**src/design/bpr_pkg.sv**
```systemverilog
// Package for the bitmap pixel to RGBA2222 converter.
// Holds the configuration register map, the configuration struct and the
// channel packing helper. No dependencies.
package bpr_pkg;

  localparam int CFG_INDEX_W = 3;
  localparam int CFG_DATA_W  = 13;
  localparam int ROW_WIDTH_W = 13;
  localparam int COLOR_W     = 24;

  typedef enum logic [CFG_INDEX_W-1:0] {
    REG_PIXEL_FORMAT   = 3'd0,
    REG_RED_POSITION   = 3'd1,
    REG_GREEN_POSITION = 3'd2,
    REG_BLUE_POSITION  = 3'd3,
    REG_ALPHA_POSITION = 3'd4,
    REG_ROW_WIDTH      = 3'd5,
    REG_PAD_BYTES      = 3'd6
  } reg_index_t;

  localparam logic [1:0] FMT_PALETTE = 2'd0;
  localparam logic [1:0] FMT_THREE   = 2'd1;
  localparam logic [2:0] ALPHA_NONE  = 3'd4;
  localparam logic [7:0] ALPHA_FULL  = 8'hFF;
  localparam logic       REQ_PIXEL   = 1'b0;
  localparam logic       REQ_PALETTE = 1'b1;

  typedef struct packed {
    logic [1:0]             pixel_format;
    logic [1:0]             red_position;
    logic [1:0]             green_position;
    logic [1:0]             blue_position;
    logic [2:0]             alpha_position;
    logic [ROW_WIDTH_W-1:0] row_width;
    logic [1:0]             pad_bytes;
  } cfg_t;

  // Fields carried from the gather stage to the output stage.
  typedef struct packed {
    logic       from_palette;
    logic       index_oob;
    logic [7:0] packed_direct;
    logic       row_end;
  } stage_t;

  // Each channel keeps its top two bits.
  function automatic logic [7:0] pack_rgba(input logic [7:0] r, input logic [7:0] g,
                                           input logic [7:0] b, input logic [7:0] a);
    return {a[7:6], b[7:6], g[7:6], r[7:6]};
  endfunction

endpackage

```
**src/design/bpr_ifs.sv**
```systemverilog


interface bpr_out_if;
  logic       valid;
  logic       ready;
  logic [7:0] packed_pixel;
  logic       row_end;
  modport source (output valid, packed_pixel, row_end, input ready);
  modport sink (input valid, packed_pixel, row_end, output ready);
endinterface


```
**src/design/bpr_back.sv**
```systemverilog
// Output stage of the bitmap pixel to RGBA2222 converter: selects the
// palette or gathered pixel, black for an out-of-range index, and
// holds it in the output register. Depends on bpr_pkg and bpr_ifs.
module bpr_back (
  input  logic                        clk,
  input  logic                        rst,
  input  logic                        stage_valid,
  input  bpr_pkg::stage_t             stage,
  input  logic [bpr_pkg::COLOR_W-1:0] pal_rdata,
  output logic                        stage_take,
  bpr_out_if.source                   pixel_out
);
  import bpr_pkg::*;

  logic [7:0] packed_next;

  // Palette colors are stored blue in the low byte, red in the high byte.
  always_comb begin
    if (!stage.from_palette) begin
      packed_next = stage.packed_direct;
    end else if (stage.index_oob) begin
      packed_next = pack_rgba(8'h00, 8'h00, 8'h00, ALPHA_FULL);
    end else begin
      packed_next = pack_rgba(pal_rdata[23:16], pal_rdata[15:8], pal_rdata[7:0],
                              ALPHA_FULL);
    end
  end

  assign stage_take = stage_valid && (!pixel_out.valid || pixel_out.ready);

  always_ff @(posedge clk) begin
    if (rst) begin
      pixel_out.valid <= 1'b0;
    end else if (stage_take) begin
      pixel_out.valid <= 1'b1;
    end else if (pixel_out.ready) begin
      pixel_out.valid <= 1'b0;
    end
  end

  always_ff @(posedge clk) begin
    if (stage_take) begin
      pixel_out.packed_pixel <= packed_next;
      pixel_out.row_end      <= stage.row_end;
    end
  end

endmodule

```
**src/flat_wrapper.sv**
```systemverilog
// flat-port wrapper written by rule: the top's interface ports become plain ports
module bpr_back_flat import bpr_pkg::*;
  (clk, rst, stage_valid, stage, pal_rdata, stage_take, pixel_out_valid, pixel_out_packed_pixel, pixel_out_row_end, pixel_out_ready);
  bpr_out_if pixel_out_i ();
  input  logic clk;
  input  logic rst;
  input  logic stage_valid;
  input  bpr_pkg::stage_t stage;
  input  logic [bpr_pkg::COLOR_W-1:0] pal_rdata;
  output logic stage_take;
  output wire logic [$bits(pixel_out_i.valid)-1:0] pixel_out_valid;
  output wire logic [$bits(pixel_out_i.packed_pixel)-1:0] pixel_out_packed_pixel;
  output wire logic [$bits(pixel_out_i.row_end)-1:0] pixel_out_row_end;
  input wire logic [$bits(pixel_out_i.ready)-1:0] pixel_out_ready;
  assign pixel_out_valid = pixel_out_i.valid;
  assign pixel_out_packed_pixel = pixel_out_i.packed_pixel;
  assign pixel_out_row_end = pixel_out_i.row_end;
  assign pixel_out_i.ready = pixel_out_ready;
  bpr_back u_core (.clk(clk), .rst(rst), .stage_valid(stage_valid), .stage(stage), .pal_rdata(pal_rdata), .stage_take(stage_take), .pixel_out(pixel_out_i));
endmodule
```
**config.mk**
```make
export PLATFORM = sky130hd
export DESIGN_NAME = bpr_back_flat
export DESIGN_NICKNAME = d
export VERILOG_FILES = /design/src/design/bpr_pkg.sv /design/src/design/bpr_ifs.sv /design/src/design/bpr_back.sv /design/src/flat_wrapper.sv
export SDC_FILE = /design/constraint.sdc
export NUM_CORES = 1
export LEC_CHECK = 0
export ABC_AREA = 1
export CORE_AREA = 2 2 39 41
export CTS_CLUSTER_DIAMETER = 200
export DETAILED_ROUTE_END_ITERATION = 10
export DIE_AREA = 0 0 41 43
export DONT_BUFFER_PORTS = 1
export PLACE_DENSITY_LB_ADDON = 0.12
export REMOVE_ABC_BUFFERS = 1
export SYNTH_ARGS = -nofsm -noshare
export SYNTH_HDL_FRONTEND = slang
export SYNTH_SLANG_ARGS = --single-unit
```
**constraint.sdc**
```tcl
create_clock -name clk -period 3.1 [get_ports clk]
set_clock_uncertainty 0.2 [all_clocks]
set_input_delay 0 -clock clk [delete_from_list [all_inputs] [get_ports clk]]
set_output_delay 0 -clock clk [all_outputs]
set_load 0.01 [all_outputs]
```
# After elaboration in Yosys (flattened, before gate mapping)
# Index checks and enable logic that the tools add are counted.
# word_totals
ff_bits,10
word_cells,11
in_bits,39
# classes
muxes,4
n_reduce_logical,4
# ops
operator,count
two-way mux 8 bit,1
two-way mux 6 bit,1
two-way mux 1 bit,2
nonzero test 2 bit,1
logical AND 1 bit,1
zero test 1 bit,1
logical OR 1 bit,1

# Depth between registers and ports, before layout
# depth
word_depth,4
mapped_depth,4

# Worst setup path after synthesis
# Ideal clock, no wire load.
# synth_path
path_kind,register -> register
from,reg u_core.pixel_out.valid
to,"reg u_core.pixel_out.packed_pixel[0], enable pin"
path_stages_with_launch,2
path_slack_ns,1.515
t_required_ns,2.515
arrival_time_ns,1.000
path_buffers,0
synth_period_minus_slack_ns,1.585
setup_ns,0.385
cell_sequence,dfxtp_1 a21oi_1
# synth_via
elab_chain_len,3
# synth_lines
item,line,source
from (decl),bpr_ifs.sv:8,"modport source (output valid, packed_pixel, row_end, input ready);"
from (signal assigned),bpr_back.sv:33,pixel_out.valid <= 1'b0;
from (signal assigned),bpr_back.sv:35,pixel_out.valid <= 1'b1;
from (signal assigned),bpr_back.sv:37,pixel_out.valid <= 1'b0;
zero test 1 bit,bpr_back.sv:29,assign stage_take = stage_valid && (!pixel_out.valid || pixel_out.ready);
logical OR 1 bit,bpr_back.sv:29,
logical AND 1 bit,bpr_back.sv:29,
via stage_take,flat_wrapper.sv:10,output logic stage_take;
to (signal assigned),bpr_back.sv:43,pixel_out.packed_pixel <= packed_next;
to (decl),bpr_ifs.sv:8,
# The timed path passes the listed nets, and every way through them passes these cells.
# A chain may end at the register's enable or synchronous reset.

# Worst setup path in the final report
# layout_path
from,in stage[5] (netlist name)
to,"reg u_core.pixel_out.packed_pixel[4], data pin"
# layout_via
elab_chain_len,1
# layout_lines
item,line,source
from (decl),flat_wrapper.sv:8,input bpr_pkg::stage_t stage;
two-way mux 8 bit,bpr_back.sv:19,if (!stage.from_palette) begin
via u_core.packed_next[4],bpr_back.sv:15,logic [7:0] packed_next;
# The timed path passes the listed nets, and every way through them passes these cells.

==> impl_metrics.ini <==
[synthesis]
avgSynthCellArea_um2 = 11.0
synth_ff_type = edfxtp_1
yosysMostFrequentCell = nand2_1
synth_common_cells = nand2_1 (13), edfxtp_1 (9), nand3_1 (6)
synthArstFlopShare_pct = 0
synth_area_um2 = 418
yosysTopAreaCell = edfxtp_1
ys_seq_area_share_pct = 69.5
synth_seq_cells = 10
synth_edf_count = 9
synth_cell_types = 9
synth_area_leaders = edfxtp_1 (65%), nand2_1 (12%), nand3_1 (7.2%)
yosys.area.top_type_share_pct = 64.7
yosysWarnings = 0
synthCells = 38

[clock_tree]
clk_latency_ns = 0.26
cts-resized-gates = 0
cts_tree = done
htreeDepth = 1
clock-sinks = 10
clk_pin_slew_ns = 0.07
ctsHoldBuffers = 26
cts_setup_buffers = 0
cts_buffer_depth = 2
root_buffer = clkbuf_4
cts_inserted_buffers = 3

[grt]
globalRouteOverflowTotal = 0
grt_usage_pct = 14.4
grt_pass1_wl_mm = 1.62
antenna_found_initial = 0
grt_max_degree = 11
first_global_vias = 370

[sta]
worst_pin_slew_ns = 0.184
finalSetupViolations = 0
rsz0062_at_grt = false
fin_crit_sh_pct = 63.9
setup_tns_ns = 0
max_slew_margin_pct = 87.7
maxSlewViolCount = 0
fmax_mhz = 504
finalHoldViolations = 3
fin_crit_ns = 1.98
hold_ws_ns = -0.000275

[routing]
wl_per_cell_um = 12.8
drc = 0
viasPerCell = 4.93
drt-initial-drc-count = 10
firstDrtPassIters = 4
drtAntennaViolNets = 0
via_count = 414
finalWirelength_mm = 1.08

[die]
fp.dieH_um = 43
start_util_pct = 30.2
io_pins = 50
dieArea_um2 = 1760
core_area_um2 = 1380
placementRows = 14
die_w_um = 41

[critical_path]
crit_type = input pin to flop
crit_arrival_ns = 1.81
crit_path_end_kind = flop
crit_fanout = 1
start_kind = input pin
required_ns = 2.92
reg2regPathDepth = 3
r2r_slack_ns = 1.72
regToRegStartpoint = u_core.pixel_out.valid
r2r_end = u_core.pixel_out.valid

[run]
cap_viol_max_count = 0

[outcome]
status = finished, violations left
violations = hold timing

[power]
powerDensity_nw_per_um2 = 423
ir_drop_mv = 0.215
power.leakage_nw = 0.298

[layout]
drive_gt1_share_pct = 7.35
diodes = 0
fin_util_pct = 52.1
nets = 108
syn_to_final_growth_pct = 72.5
final_cells = 84

[placement]
gp_congestion = 0.625
numPortBuffers = 0
dp_hpwl_um = 613
placedCellCount = 54

[min_path]
hold_path_depth = 3
hold_end = u_core.pixel_out.packed_pixel[1]
min_path_type = input pin to flop
min_from = pixel_out_ready
==> cells by family (layout without fill, tap and decap cells) <==
group	Yosys count	in the layout	synth area share, %
and+or+nand+nor	21	21	21.9
buffers and inverters	5	35	6.29
DFF	10	10	69.5
AOI/OAI and AO/OA	2	2	2.40
==> report_power, final <==
part / internal [W] / switching (W) / total (W)
clock network: 0.0000496 / 0.0000440 / 0.0000937
registers: 0.000158 / 0.00000804 / 0.000166
logic: 0.0000296 / 0.0000155 / 0.0000450
total: 0.000237 / 0.0000675 / 0.000305
==> how the worst max path moves through the flow <==
stage	startpoint	endpoint	slack, ns	cells after the start
finish	stage[5]	u_core.pixel_out.packed_pixel[4]	1.12	5
global route	stage[2]	u_core.pixel_out.packed_pixel[1]	1.09	5
CTS	stage[2]	u_core.pixel_out.packed_pixel[1]	1.20	5
detailed placement	u_core.pixel_out.valid	u_core.pixel_out.packed_pixel[3]	1.87	2
global placement	u_core.pixel_out.valid	u_core.pixel_out.packed_pixel[1]	1.90	2
floorplan	u_core.pixel_out.valid	u_core.pixel_out.packed_pixel[0]	1.51	1
==> sequential cells by signal, indices dropped and copies added, names as in the netlist <==
name and count:
u_core.pixel_out.packed_pixel 8, u_core.pixel_out.row_end 1, u_core.pixel_out.valid 1
==> through the flow <==
stage | cell area [um^2] | total power (W) | setup slack [ns] | hold WS, ns
2_1_floorplan | 407 | 0.000180 | 1.51 | -0.131
3_3_place_gp | 434 | 0.000185 | 1.90 | -0.129
3_5_place_dp | 434 | 0.000186 | 1.87 | -0.128
4_1_cts | 721 | 0.000307 | 1.20 | 0.000756
5_1_grt | 721 | 0.000316 | 1.09 | 0.0343
6_report | 721 | 0.000305 | 1.12 | -0.000275
==> critical path: stages <==
cell	delay (ns)
dlygate4sd3_1	0.54
nand2_1	0.08
dlygate4sd3_1	0.57
nand2_1	0.06
dlygate4sd3_1	0.54
==> area by class of cell <==
class	count	area (um^2)
Clock buffer	4	26.3
Tap cell	16	20.0
Multi-Input combinational cell	23	101
Inverter	4	15.0
Fill cell	138	663
Sequential cell	10	290
Timing Repair Buffer	27	268
==> cell usage in the layout, fill, tap and decap left out <==
cell type / synthesis / final
or2_1: 2 / 2
dfxtp_1: 1 / 1
clkbuf_4: 0 / 3
buf_4: 0 / 1
nand2_1: 13 / 13
edfxtp_1: 9 / 9
inv_2: 1 / 1
a21oi_1: 2 / 2
inv_1: 3 / 3
clkbuf_1: 0 / 1
nand3_1: 6 / 6
dlygate4sd3_1: 0 / 26
==> routing by layer <==
| metal | wire [um] | global-route usage [%] |
|---|---|---|
| met5 | 0 | 0 |
| met3 | 73 | 4.19 |
| met2 | 615 | 24.4 |
| met1 | 374 | 14.8 |
| met4 | 15 | 8.00 |
No activity file was read; power rests on OpenSTA's default activity.
