--- src/design/bpr_pkg.sv ---
// Package for the bitmap pixel to RGBA2222 converter.
// Holds the configuration register map, the configuration struct and the
// channel packing helper. No dependencies.
package bpr_pkg;

  localparam int CFG_INDEX_W = 3;
  localparam int CFG_DATA_W  = 13;
  localparam int ROW_WIDTH_W = 13;
  localparam int COLOR_W     = 24;

  typedef enum logic [CFG_INDEX_W-1:0] {
    REG_PIXEL_FORMAT   = 3'd0,
    REG_RED_POSITION   = 3'd1,
    REG_GREEN_POSITION = 3'd2,
    REG_BLUE_POSITION  = 3'd3,
    REG_ALPHA_POSITION = 3'd4,
    REG_ROW_WIDTH      = 3'd5,
    REG_PAD_BYTES      = 3'd6
  } reg_index_t;

  localparam logic [1:0] FMT_PALETTE = 2'd0;
  localparam logic [1:0] FMT_THREE   = 2'd1;
  localparam logic [2:0] ALPHA_NONE  = 3'd4;
  localparam logic [7:0] ALPHA_FULL  = 8'hFF;
  localparam logic       REQ_PIXEL   = 1'b0;
  localparam logic       REQ_PALETTE = 1'b1;

  typedef struct packed {
    logic [1:0]             pixel_format;
    logic [1:0]             red_position;
    logic [1:0]             green_position;
    logic [1:0]             blue_position;
    logic [2:0]             alpha_position;
    logic [ROW_WIDTH_W-1:0] row_width;
    logic [1:0]             pad_bytes;
  } cfg_t;

  // Fields carried from the gather stage to the output stage.
  typedef struct packed {
    logic       from_palette;
    logic       index_oob;
    logic [7:0] packed_direct;
    logic       row_end;
  } stage_t;

  // Each channel keeps its top two bits.
  function automatic logic [7:0] pack_rgba(input logic [7:0] r, input logic [7:0] g,
                                           input logic [7:0] b, input logic [7:0] a);
    return {a[7:6], b[7:6], g[7:6], r[7:6]};
  endfunction

endpackage

--- src/design/bpr_ifs.sv ---


interface bpr_cfg_if;
  import bpr_pkg::*;
  logic                   valid;
  logic                   ready;
  logic [CFG_INDEX_W-1:0] reg_index;
  logic [CFG_DATA_W-1:0]  wr_data;
  modport source (output valid, reg_index, wr_data, input ready);
  modport sink (input valid, reg_index, wr_data, output ready);
endinterface

--- src/design/bpr_cfg_regs.sv ---
// Configuration register file of the bitmap pixel to RGBA2222 converter.
// Decodes writes on the configuration channel. Depends on bpr_pkg, bpr_ifs.
module bpr_cfg_regs (
  input  logic         clk,
  input  logic         rst,
  bpr_cfg_if.sink      cfg,
  output bpr_pkg::cfg_t regs
);
  import bpr_pkg::*;

  assign cfg.ready = 1'b1;

  always_ff @(posedge clk) begin
    if (rst) begin
      regs.pixel_format   <= FMT_THREE;
      regs.red_position   <= 2'd2;
      regs.green_position <= 2'd1;
      regs.blue_position  <= 2'd0;
      regs.alpha_position <= ALPHA_NONE;
      regs.row_width      <= ROW_WIDTH_W'(1);
      regs.pad_bytes      <= 2'd0;
    end else if (cfg.valid) begin
      unique case (cfg.reg_index)
        REG_PIXEL_FORMAT:   regs.pixel_format   <= cfg.wr_data[1:0];
        REG_RED_POSITION:   regs.red_position   <= cfg.wr_data[1:0];
        REG_GREEN_POSITION: regs.green_position <= cfg.wr_data[1:0];
        REG_BLUE_POSITION:  regs.blue_position  <= cfg.wr_data[1:0];
        REG_ALPHA_POSITION: regs.alpha_position <= cfg.wr_data[2:0];
        REG_ROW_WIDTH:      regs.row_width      <= cfg.wr_data[ROW_WIDTH_W-1:0];
        REG_PAD_BYTES:      regs.pad_bytes      <= cfg.wr_data[1:0];
        default: ;
      endcase
    end
  end

endmodule

--- src/flat_wrapper.sv ---
// flat-port wrapper written by rule: the top's interface ports become plain ports
module bpr_cfg_regs_flat import bpr_pkg::*;
  (clk, rst, regs, cfg_valid, cfg_reg_index, cfg_wr_data, cfg_ready);
  bpr_cfg_if cfg_i ();
  input  logic clk;
  input  logic rst;
  output bpr_pkg::cfg_t regs;
  input wire logic [$bits(cfg_i.valid)-1:0] cfg_valid;
  input wire logic [$bits(cfg_i.reg_index)-1:0] cfg_reg_index;
  input wire logic [$bits(cfg_i.wr_data)-1:0] cfg_wr_data;
  output wire logic [$bits(cfg_i.ready)-1:0] cfg_ready;
  assign cfg_i.valid = cfg_valid;
  assign cfg_i.reg_index = cfg_reg_index;
  assign cfg_i.wr_data = cfg_wr_data;
  assign cfg_ready = cfg_i.ready;
  bpr_cfg_regs u_core (.clk(clk), .rst(rst), .cfg(cfg_i), .regs(regs));
endmodule
--- config.mk ---
export PLATFORM = sky130hd
export DESIGN_NAME = bpr_cfg_regs_flat
export DESIGN_NICKNAME = d
export VERILOG_FILES = /design/src/design/bpr_pkg.sv /design/src/design/bpr_ifs.sv /design/src/design/bpr_cfg_regs.sv /design/src/flat_wrapper.sv
export SDC_FILE = /design/constraint.sdc
export NUM_CORES = 1
export LEC_CHECK = 0
export CAP_MARGIN = 20
export CORE_MARGIN = 4
export CORE_UTILIZATION = 50
export DETAILED_ROUTE_END_ITERATION = 12
export DONT_BUFFER_PORTS = 1
export HOLD_SLACK_MARGIN = 0.08
export PLACE_DENSITY = 0.77
export SLEW_MARGIN = 20
export SYNTH_ARGS = -nofsm -noshare
export SYNTH_HDL_FRONTEND = slang
export SYNTH_SLANG_ARGS = --single-unit
--- constraint.sdc ---
create_clock -name clk -period 1.4 [get_ports clk]
set_input_delay 0.28 -clock clk [delete_from_list [all_inputs] [get_ports clk]]
set_output_delay 0.28 -clock clk [all_outputs]
set_load 0.005 [all_outputs]
# --- Word level (Yosys, flattened, before mapping) ---
# Index checks and enable logic that the tools add are counted.
word_totals:
  ff_bits: 26
  inputBits: 19
  out_inout_bits: 27
op_classes:
  n_eq_ne: 6
  n_reduce_logical: 8
op_table:
  columns: ["op", "n"]
  rows:
  - ["$reduce_and 2->1", 7]
  - ["$eq 3x3->1 const B", 3]
  - ["$eq 3x2->1 const B", 2]
  - ["$eq 3x1->1 const B", 1]
  - ["$logic_not 3->1", 1]

# --- Longest topological paths before layout ---
logic_depth:
  depth_word: 2
  depth_mapped: 4
  depth_no_buf: 2

# --- Worst setup path after synthesis ---
# No wires, ideal clock.
synth_path:
  path_kind: "input -> register"
  from: "input port cfg_reg_index[1]"
  to: "register, netlist name u_core.regs[25]"
  path_slack_ps: 341
  arrival_time_ps: 935
  path_stages: 2
  cell_sequence: "or4b_4 -> mux2i_1"
synth_between:
  elab_chain_cells: 2
synth_rtl:
  columns: ["item", "line", "rtl"]
  rows:
  - ["from (decl)", "flat_wrapper.sv:9", "input wire logic [$bits(cfg_i.reg_index)-1:0] cfg_reg_index;"]
  - ["$logic_not 3->1", "bpr_cfg_regs.sv:23", "unique case (cfg.reg_index)"]
  - ["$reduce_and 2->1 (no source line)", null, null]
# Every way passes these cells.
# A chain may end at the register's enable or synchronous reset.

# --- Worst setup path in the final report ---
layout_path:
  from: "register, netlist name u_core.regs[23]"
  to: "output port regs[23] (netlist bit)"
layout_lines:
  columns: ["item", "line", "rtl"]
  rows:
  - ["to (decl)", "flat_wrapper.sv:7", "output bpr_pkg::cfg_t regs;"]
# No word-level cell between the ends.

==> flow_results.xml <==
<?xml version="1.0" encoding="UTF-8"?>
<metrics>
  <group name="power_and_ir_drop">
    <metric name="power.internal" unit="uW">903</metric>
    <metric name="vdd.ir_drop.worst" unit="mV">0.753</metric>
    <metric name="portion_of_total_power_attributed_to_sequential_cells" unit="%">67.3</metric>
    <metric name="switching_share" unit="%">21.1</metric>
    <metric name="cellLeakagePower" unit="nW">0.449</metric>
    <metric name="power.share.clock" unit="%">26.4</metric>
    <metric name="fraction_of_power_consumed_by_combinational_cells" unit="%">6.4</metric>
    <metric name="power.net_switching" unit="uW">241</metric>
    <metric name="power_density" unit="nW/um^2">966</metric>
  </group>
  <group name="synth">
    <metric name="post_synth_main_area_contributors" unit="">dfxtp_1, mux2i_1, nand2b_1</metric>
    <metric name="syn_nets" unit="">128</metric>
    <metric name="avgSynthCellArea" unit="um^2">10.6</metric>
    <metric name="syn_area" unit="um^2">1150</metric>
    <metric name="synth-main-ff-cell" unit="">dfxtp_1</metric>
    <metric name="yosys_register_bits" unit="">26</metric>
    <metric name="asyncSetResetFlopFracSynth" unit="%">0</metric>
    <metric name="synth-edff-count" unit="">0</metric>
    <metric name="ys_seq_area_share" unit="%">45.1</metric>
    <metric name="synthesis.instances" unit="">109</metric>
    <metric name="synth_top_cell_area_share" unit="%">45.1</metric>
    <metric name="yosysWarningCount" unit="">0</metric>
    <metric name="post_synth_num_cell_types" unit="">14</metric>
    <metric name="synth.largest_area_cell" unit="">dfxtp_1</metric>
  </group>
  <group name="critical_path">
    <metric name="critPathCaptureType" unit="">output pin</metric>
    <metric name="worst_r2r_end" unit="">u_core.regs[23]</metric>
    <metric name="start_kind" unit="">flop</metric>
    <metric name="critPathArrivalTime" unit="ps">700</metric>
    <metric name="worstSetupPathType" unit="">flop to output pin</metric>
    <metric name="ff2ff_setup_slack" unit="ps">730</metric>
    <metric name="rr_startpoint" unit="">u_core.regs[23]</metric>
    <metric name="cp.required" unit="ps">1120</metric>
    <metric name="worstRegToRegCells" unit="">2</metric>
    <metric name="worstPathMaxFanout" unit="">2</metric>
  </group>
  <group name="timing">
    <metric name="hold_ws" unit="ps">111</metric>
    <metric name="hold_violation_total_from_the_final_report" unit="">0</metric>
    <metric name="finalMaxSlewViolations" unit="">0</metric>
    <metric name="finalCriticalPeriod" unit="ps">984</metric>
    <metric name="final.setup_skew" unit="ps">0</metric>
    <metric name="final_total_negative_setup_slack" unit="ps">0</metric>
    <metric name="maxClockFrequency" unit="MHz">1020</metric>
    <metric name="unrepaired_setup_endpoints_after_global_routing" unit="">false</metric>
    <metric name="setup_viol" unit="">0</metric>
    <metric name="min_period_over_period" unit="%">70.3</metric>
    <metric name="final_critical_path_setup_slack" unit="ps">416</metric>
  </group>
  <group name="cts">
    <metric name="inserted_clock_buffers" unit="">3</metric>
    <metric name="cts.root.buffer_cell" unit="">clkbuf_4</metric>
    <metric name="post_cts_buffers" unit="">0</metric>
    <metric name="clock_tree.htree_level_count" unit="">1</metric>
    <metric name="clkSinkCount" unit="">26</metric>
    <metric name="cts_buffer_depth" unit="">2</metric>
    <metric name="postCtsResizedCells" unit="">0</metric>
    <metric name="clkSlewWorstSetupHoldPaths" unit="ps">130</metric>
    <metric name="cts_tree" unit="">yes</metric>
    <metric name="clk_latency" unit="ps">300</metric>
    <metric name="hold_fix_buffers_at_cts" unit="">0</metric>
  </group>
  <group name="drt">
    <metric name="remaining_drc_errors" unit="">0</metric>
    <metric name="vias" unit="">734</metric>
    <metric name="drt_pass1_iterations" unit="">4</metric>
    <metric name="wl_per_cell" unit="um">15.9</metric>
    <metric name="final_antenna_net_count" unit="">0</metric>
    <metric name="drtIter0Drc" unit="">40</metric>
    <metric name="post_drt_via_cell_ratio" unit="">5.44</metric>
    <metric name="drt-total-wl" unit="mm">2.15</metric>
  </group>
  <group name="layout">
    <metric name="design.final.nets" unit="">128</metric>
    <metric name="drive_gt1_share" unit="%">5.61</metric>
    <metric name="commonest_non_fill_non_tap_cells_in_the_layout" unit="">nand2b_1, mux2i_1, dfxtp_1, nor2_1, clkbuf_4</metric>
    <metric name="largest_register_ffs" unit="">26</metric>
    <metric name="reg_top3" unit="">u_core.regs (26)</metric>
    <metric name="antenna_cells_inserted" unit="">0</metric>
    <metric name="layout_commonest_cell" unit="">nand2b_1</metric>
    <metric name="largest-register" unit="">u_core.regs</metric>
    <metric name="syn2layout_area_growth" unit="%">2.60</metric>
    <metric name="layout.cells.non_filler" unit="">135</metric>
  </group>
  <group name="placement">
    <metric name="numPortBuffers" unit="">0</metric>
    <metric name="place.detailed.hpwl" unit="mm">1.59</metric>
    <metric name="post-place-ws" unit="ps">307</metric>
    <metric name="place_congestion" unit="">0.734</metric>
    <metric name="post-place-cells" unit="">131</metric>
  </group>
  <group name="run">
    <metric name="max_cap_viol_count" unit="">0</metric>
  </group>
  <group name="grt">
    <metric name="groute.usage.overall" unit="%">14.8</metric>
    <metric name="grt.overflow.total" unit="">0</metric>
    <metric name="grt_pass1_vias" unit="">791</metric>
    <metric name="global_route_wire_length_before_repair" unit="mm">3.69</metric>
    <metric name="antenna_violations_before_repair" unit="">0</metric>
    <metric name="grt_start_max_net_pins" unit="">43</metric>
  </group>
  <group name="floorplan">
    <metric name="core_area" unit="um^2">2210</metric>
    <metric name="floorplan.initialDensity" unit="%">52.1</metric>
    <metric name="design.portCount" unit="">46</metric>
    <metric name="die_width" unit="um">56.0</metric>
    <metric name="floorplan.rows" unit="">17</metric>
    <metric name="die_height" unit="um">56.0</metric>
    <metric name="die_outline_area" unit="um^2">3140</metric>
  </group>
  <group name="hold_path">
    <metric name="min-delay-path-class" unit="">input port to flop</metric>
    <metric name="hold-path-endpoint" unit="">u_core.regs[11]</metric>
    <metric name="worst_hold_startpoint" unit="">cfg_wr_data[9]</metric>
    <metric name="hold_path_depth" unit="">2</metric>
  </group>
  <group name="status">
    <metric name="run_status" unit="">finished, final reports clean</metric>
  </group>
</metrics>
## how the worst max path moves through the flow
stage | end | cells after the start | from
floorplan | u_core.regs[25] | 2 | cfg_reg_index[1]
global placement | u_core.regs[25] | 2 | cfg_reg_index[1]
detailed placement | u_core.regs[25] | 2 | cfg_reg_index[1]
CTS | regs[23] | 0 | u_core.regs[23]
global route | regs[0] | 0 | u_core.regs[0]
finish | regs[23] | 0 | u_core.regs[23]
## metal layers
metal  GRT usage (%)  vias up  routed length [um]  part of all wire (%)
met5               0        -                   0                     0
met4            6.10        0                  19                  0.89
met3            4.18        2                 170                   7.9
met2            26.2       23                1110                    52
met1            16.3      352                 844                    39
li1                -      357                   -                     -
## worst register-to-register path, stage by stage (launching register included)
cell and delay [ps]:
dfxtp_1 400, nor2_1 60, mux2i_1 140
## area by class of cell
type,instances,area [um^2]
Fill cell,190,1030
Multi-Input combinational cell,76,588
Sequential cell,26,520
Tap cell,28,35.0
Clock buffer,3,22.5
Timing Repair Buffer,2,17.5
## synth_stat cells (2+ instances only)
cell and number:
nor2_1 8, nand2b_1 34, nand4b_1 2, clkbuf_1 4, mux2i_1 26, buf_6 2
dfxtp_1 26
## power groups by stage
stage	clock (mW)	combinational, mW	sequential (mW)
6_report	0.301	0.0726	0.769
4_1_cts	0.312	0.0716	0.770
3_5_place_dp	0	0.0713	0.786
5_1_grt	0.355	0.0802	0.772
2_1_floorplan	0	0.0763	0.782
3_3_place_gp	0	0.0687	0.786
## kinds of logic (layout without fill, tap and decap cells)
group | count (synthesis) | after routing | share of synthesized area, %
flip-flops | 26 | 26 | 45.1
multiplexers | 26 | 26 | 22.6
AND/OR/NAND/NOR | 49 | 49 | 28.1
buffers and inverters | 7 | 5 | 3.90
other | 1 | 1 | 0.325
## through the flow
| stage | instance area, um^2 | power, mW | utilization (%) |
|---|---|---|---|
| final | 1180 | 1.14 | 53.5 |
| after global routing | 1180 | 1.21 | 53.5 |
| after CTS | 1170 | 1.15 | 53.1 |
| after detailed placement | 1150 | 0.858 | 52.0 |
| after global placement | 1150 | 0.854 | 52.0 |
| after floorplan | 1150 | 0.858 | - |
No activity file was read; power rests on OpenSTA's default activity.
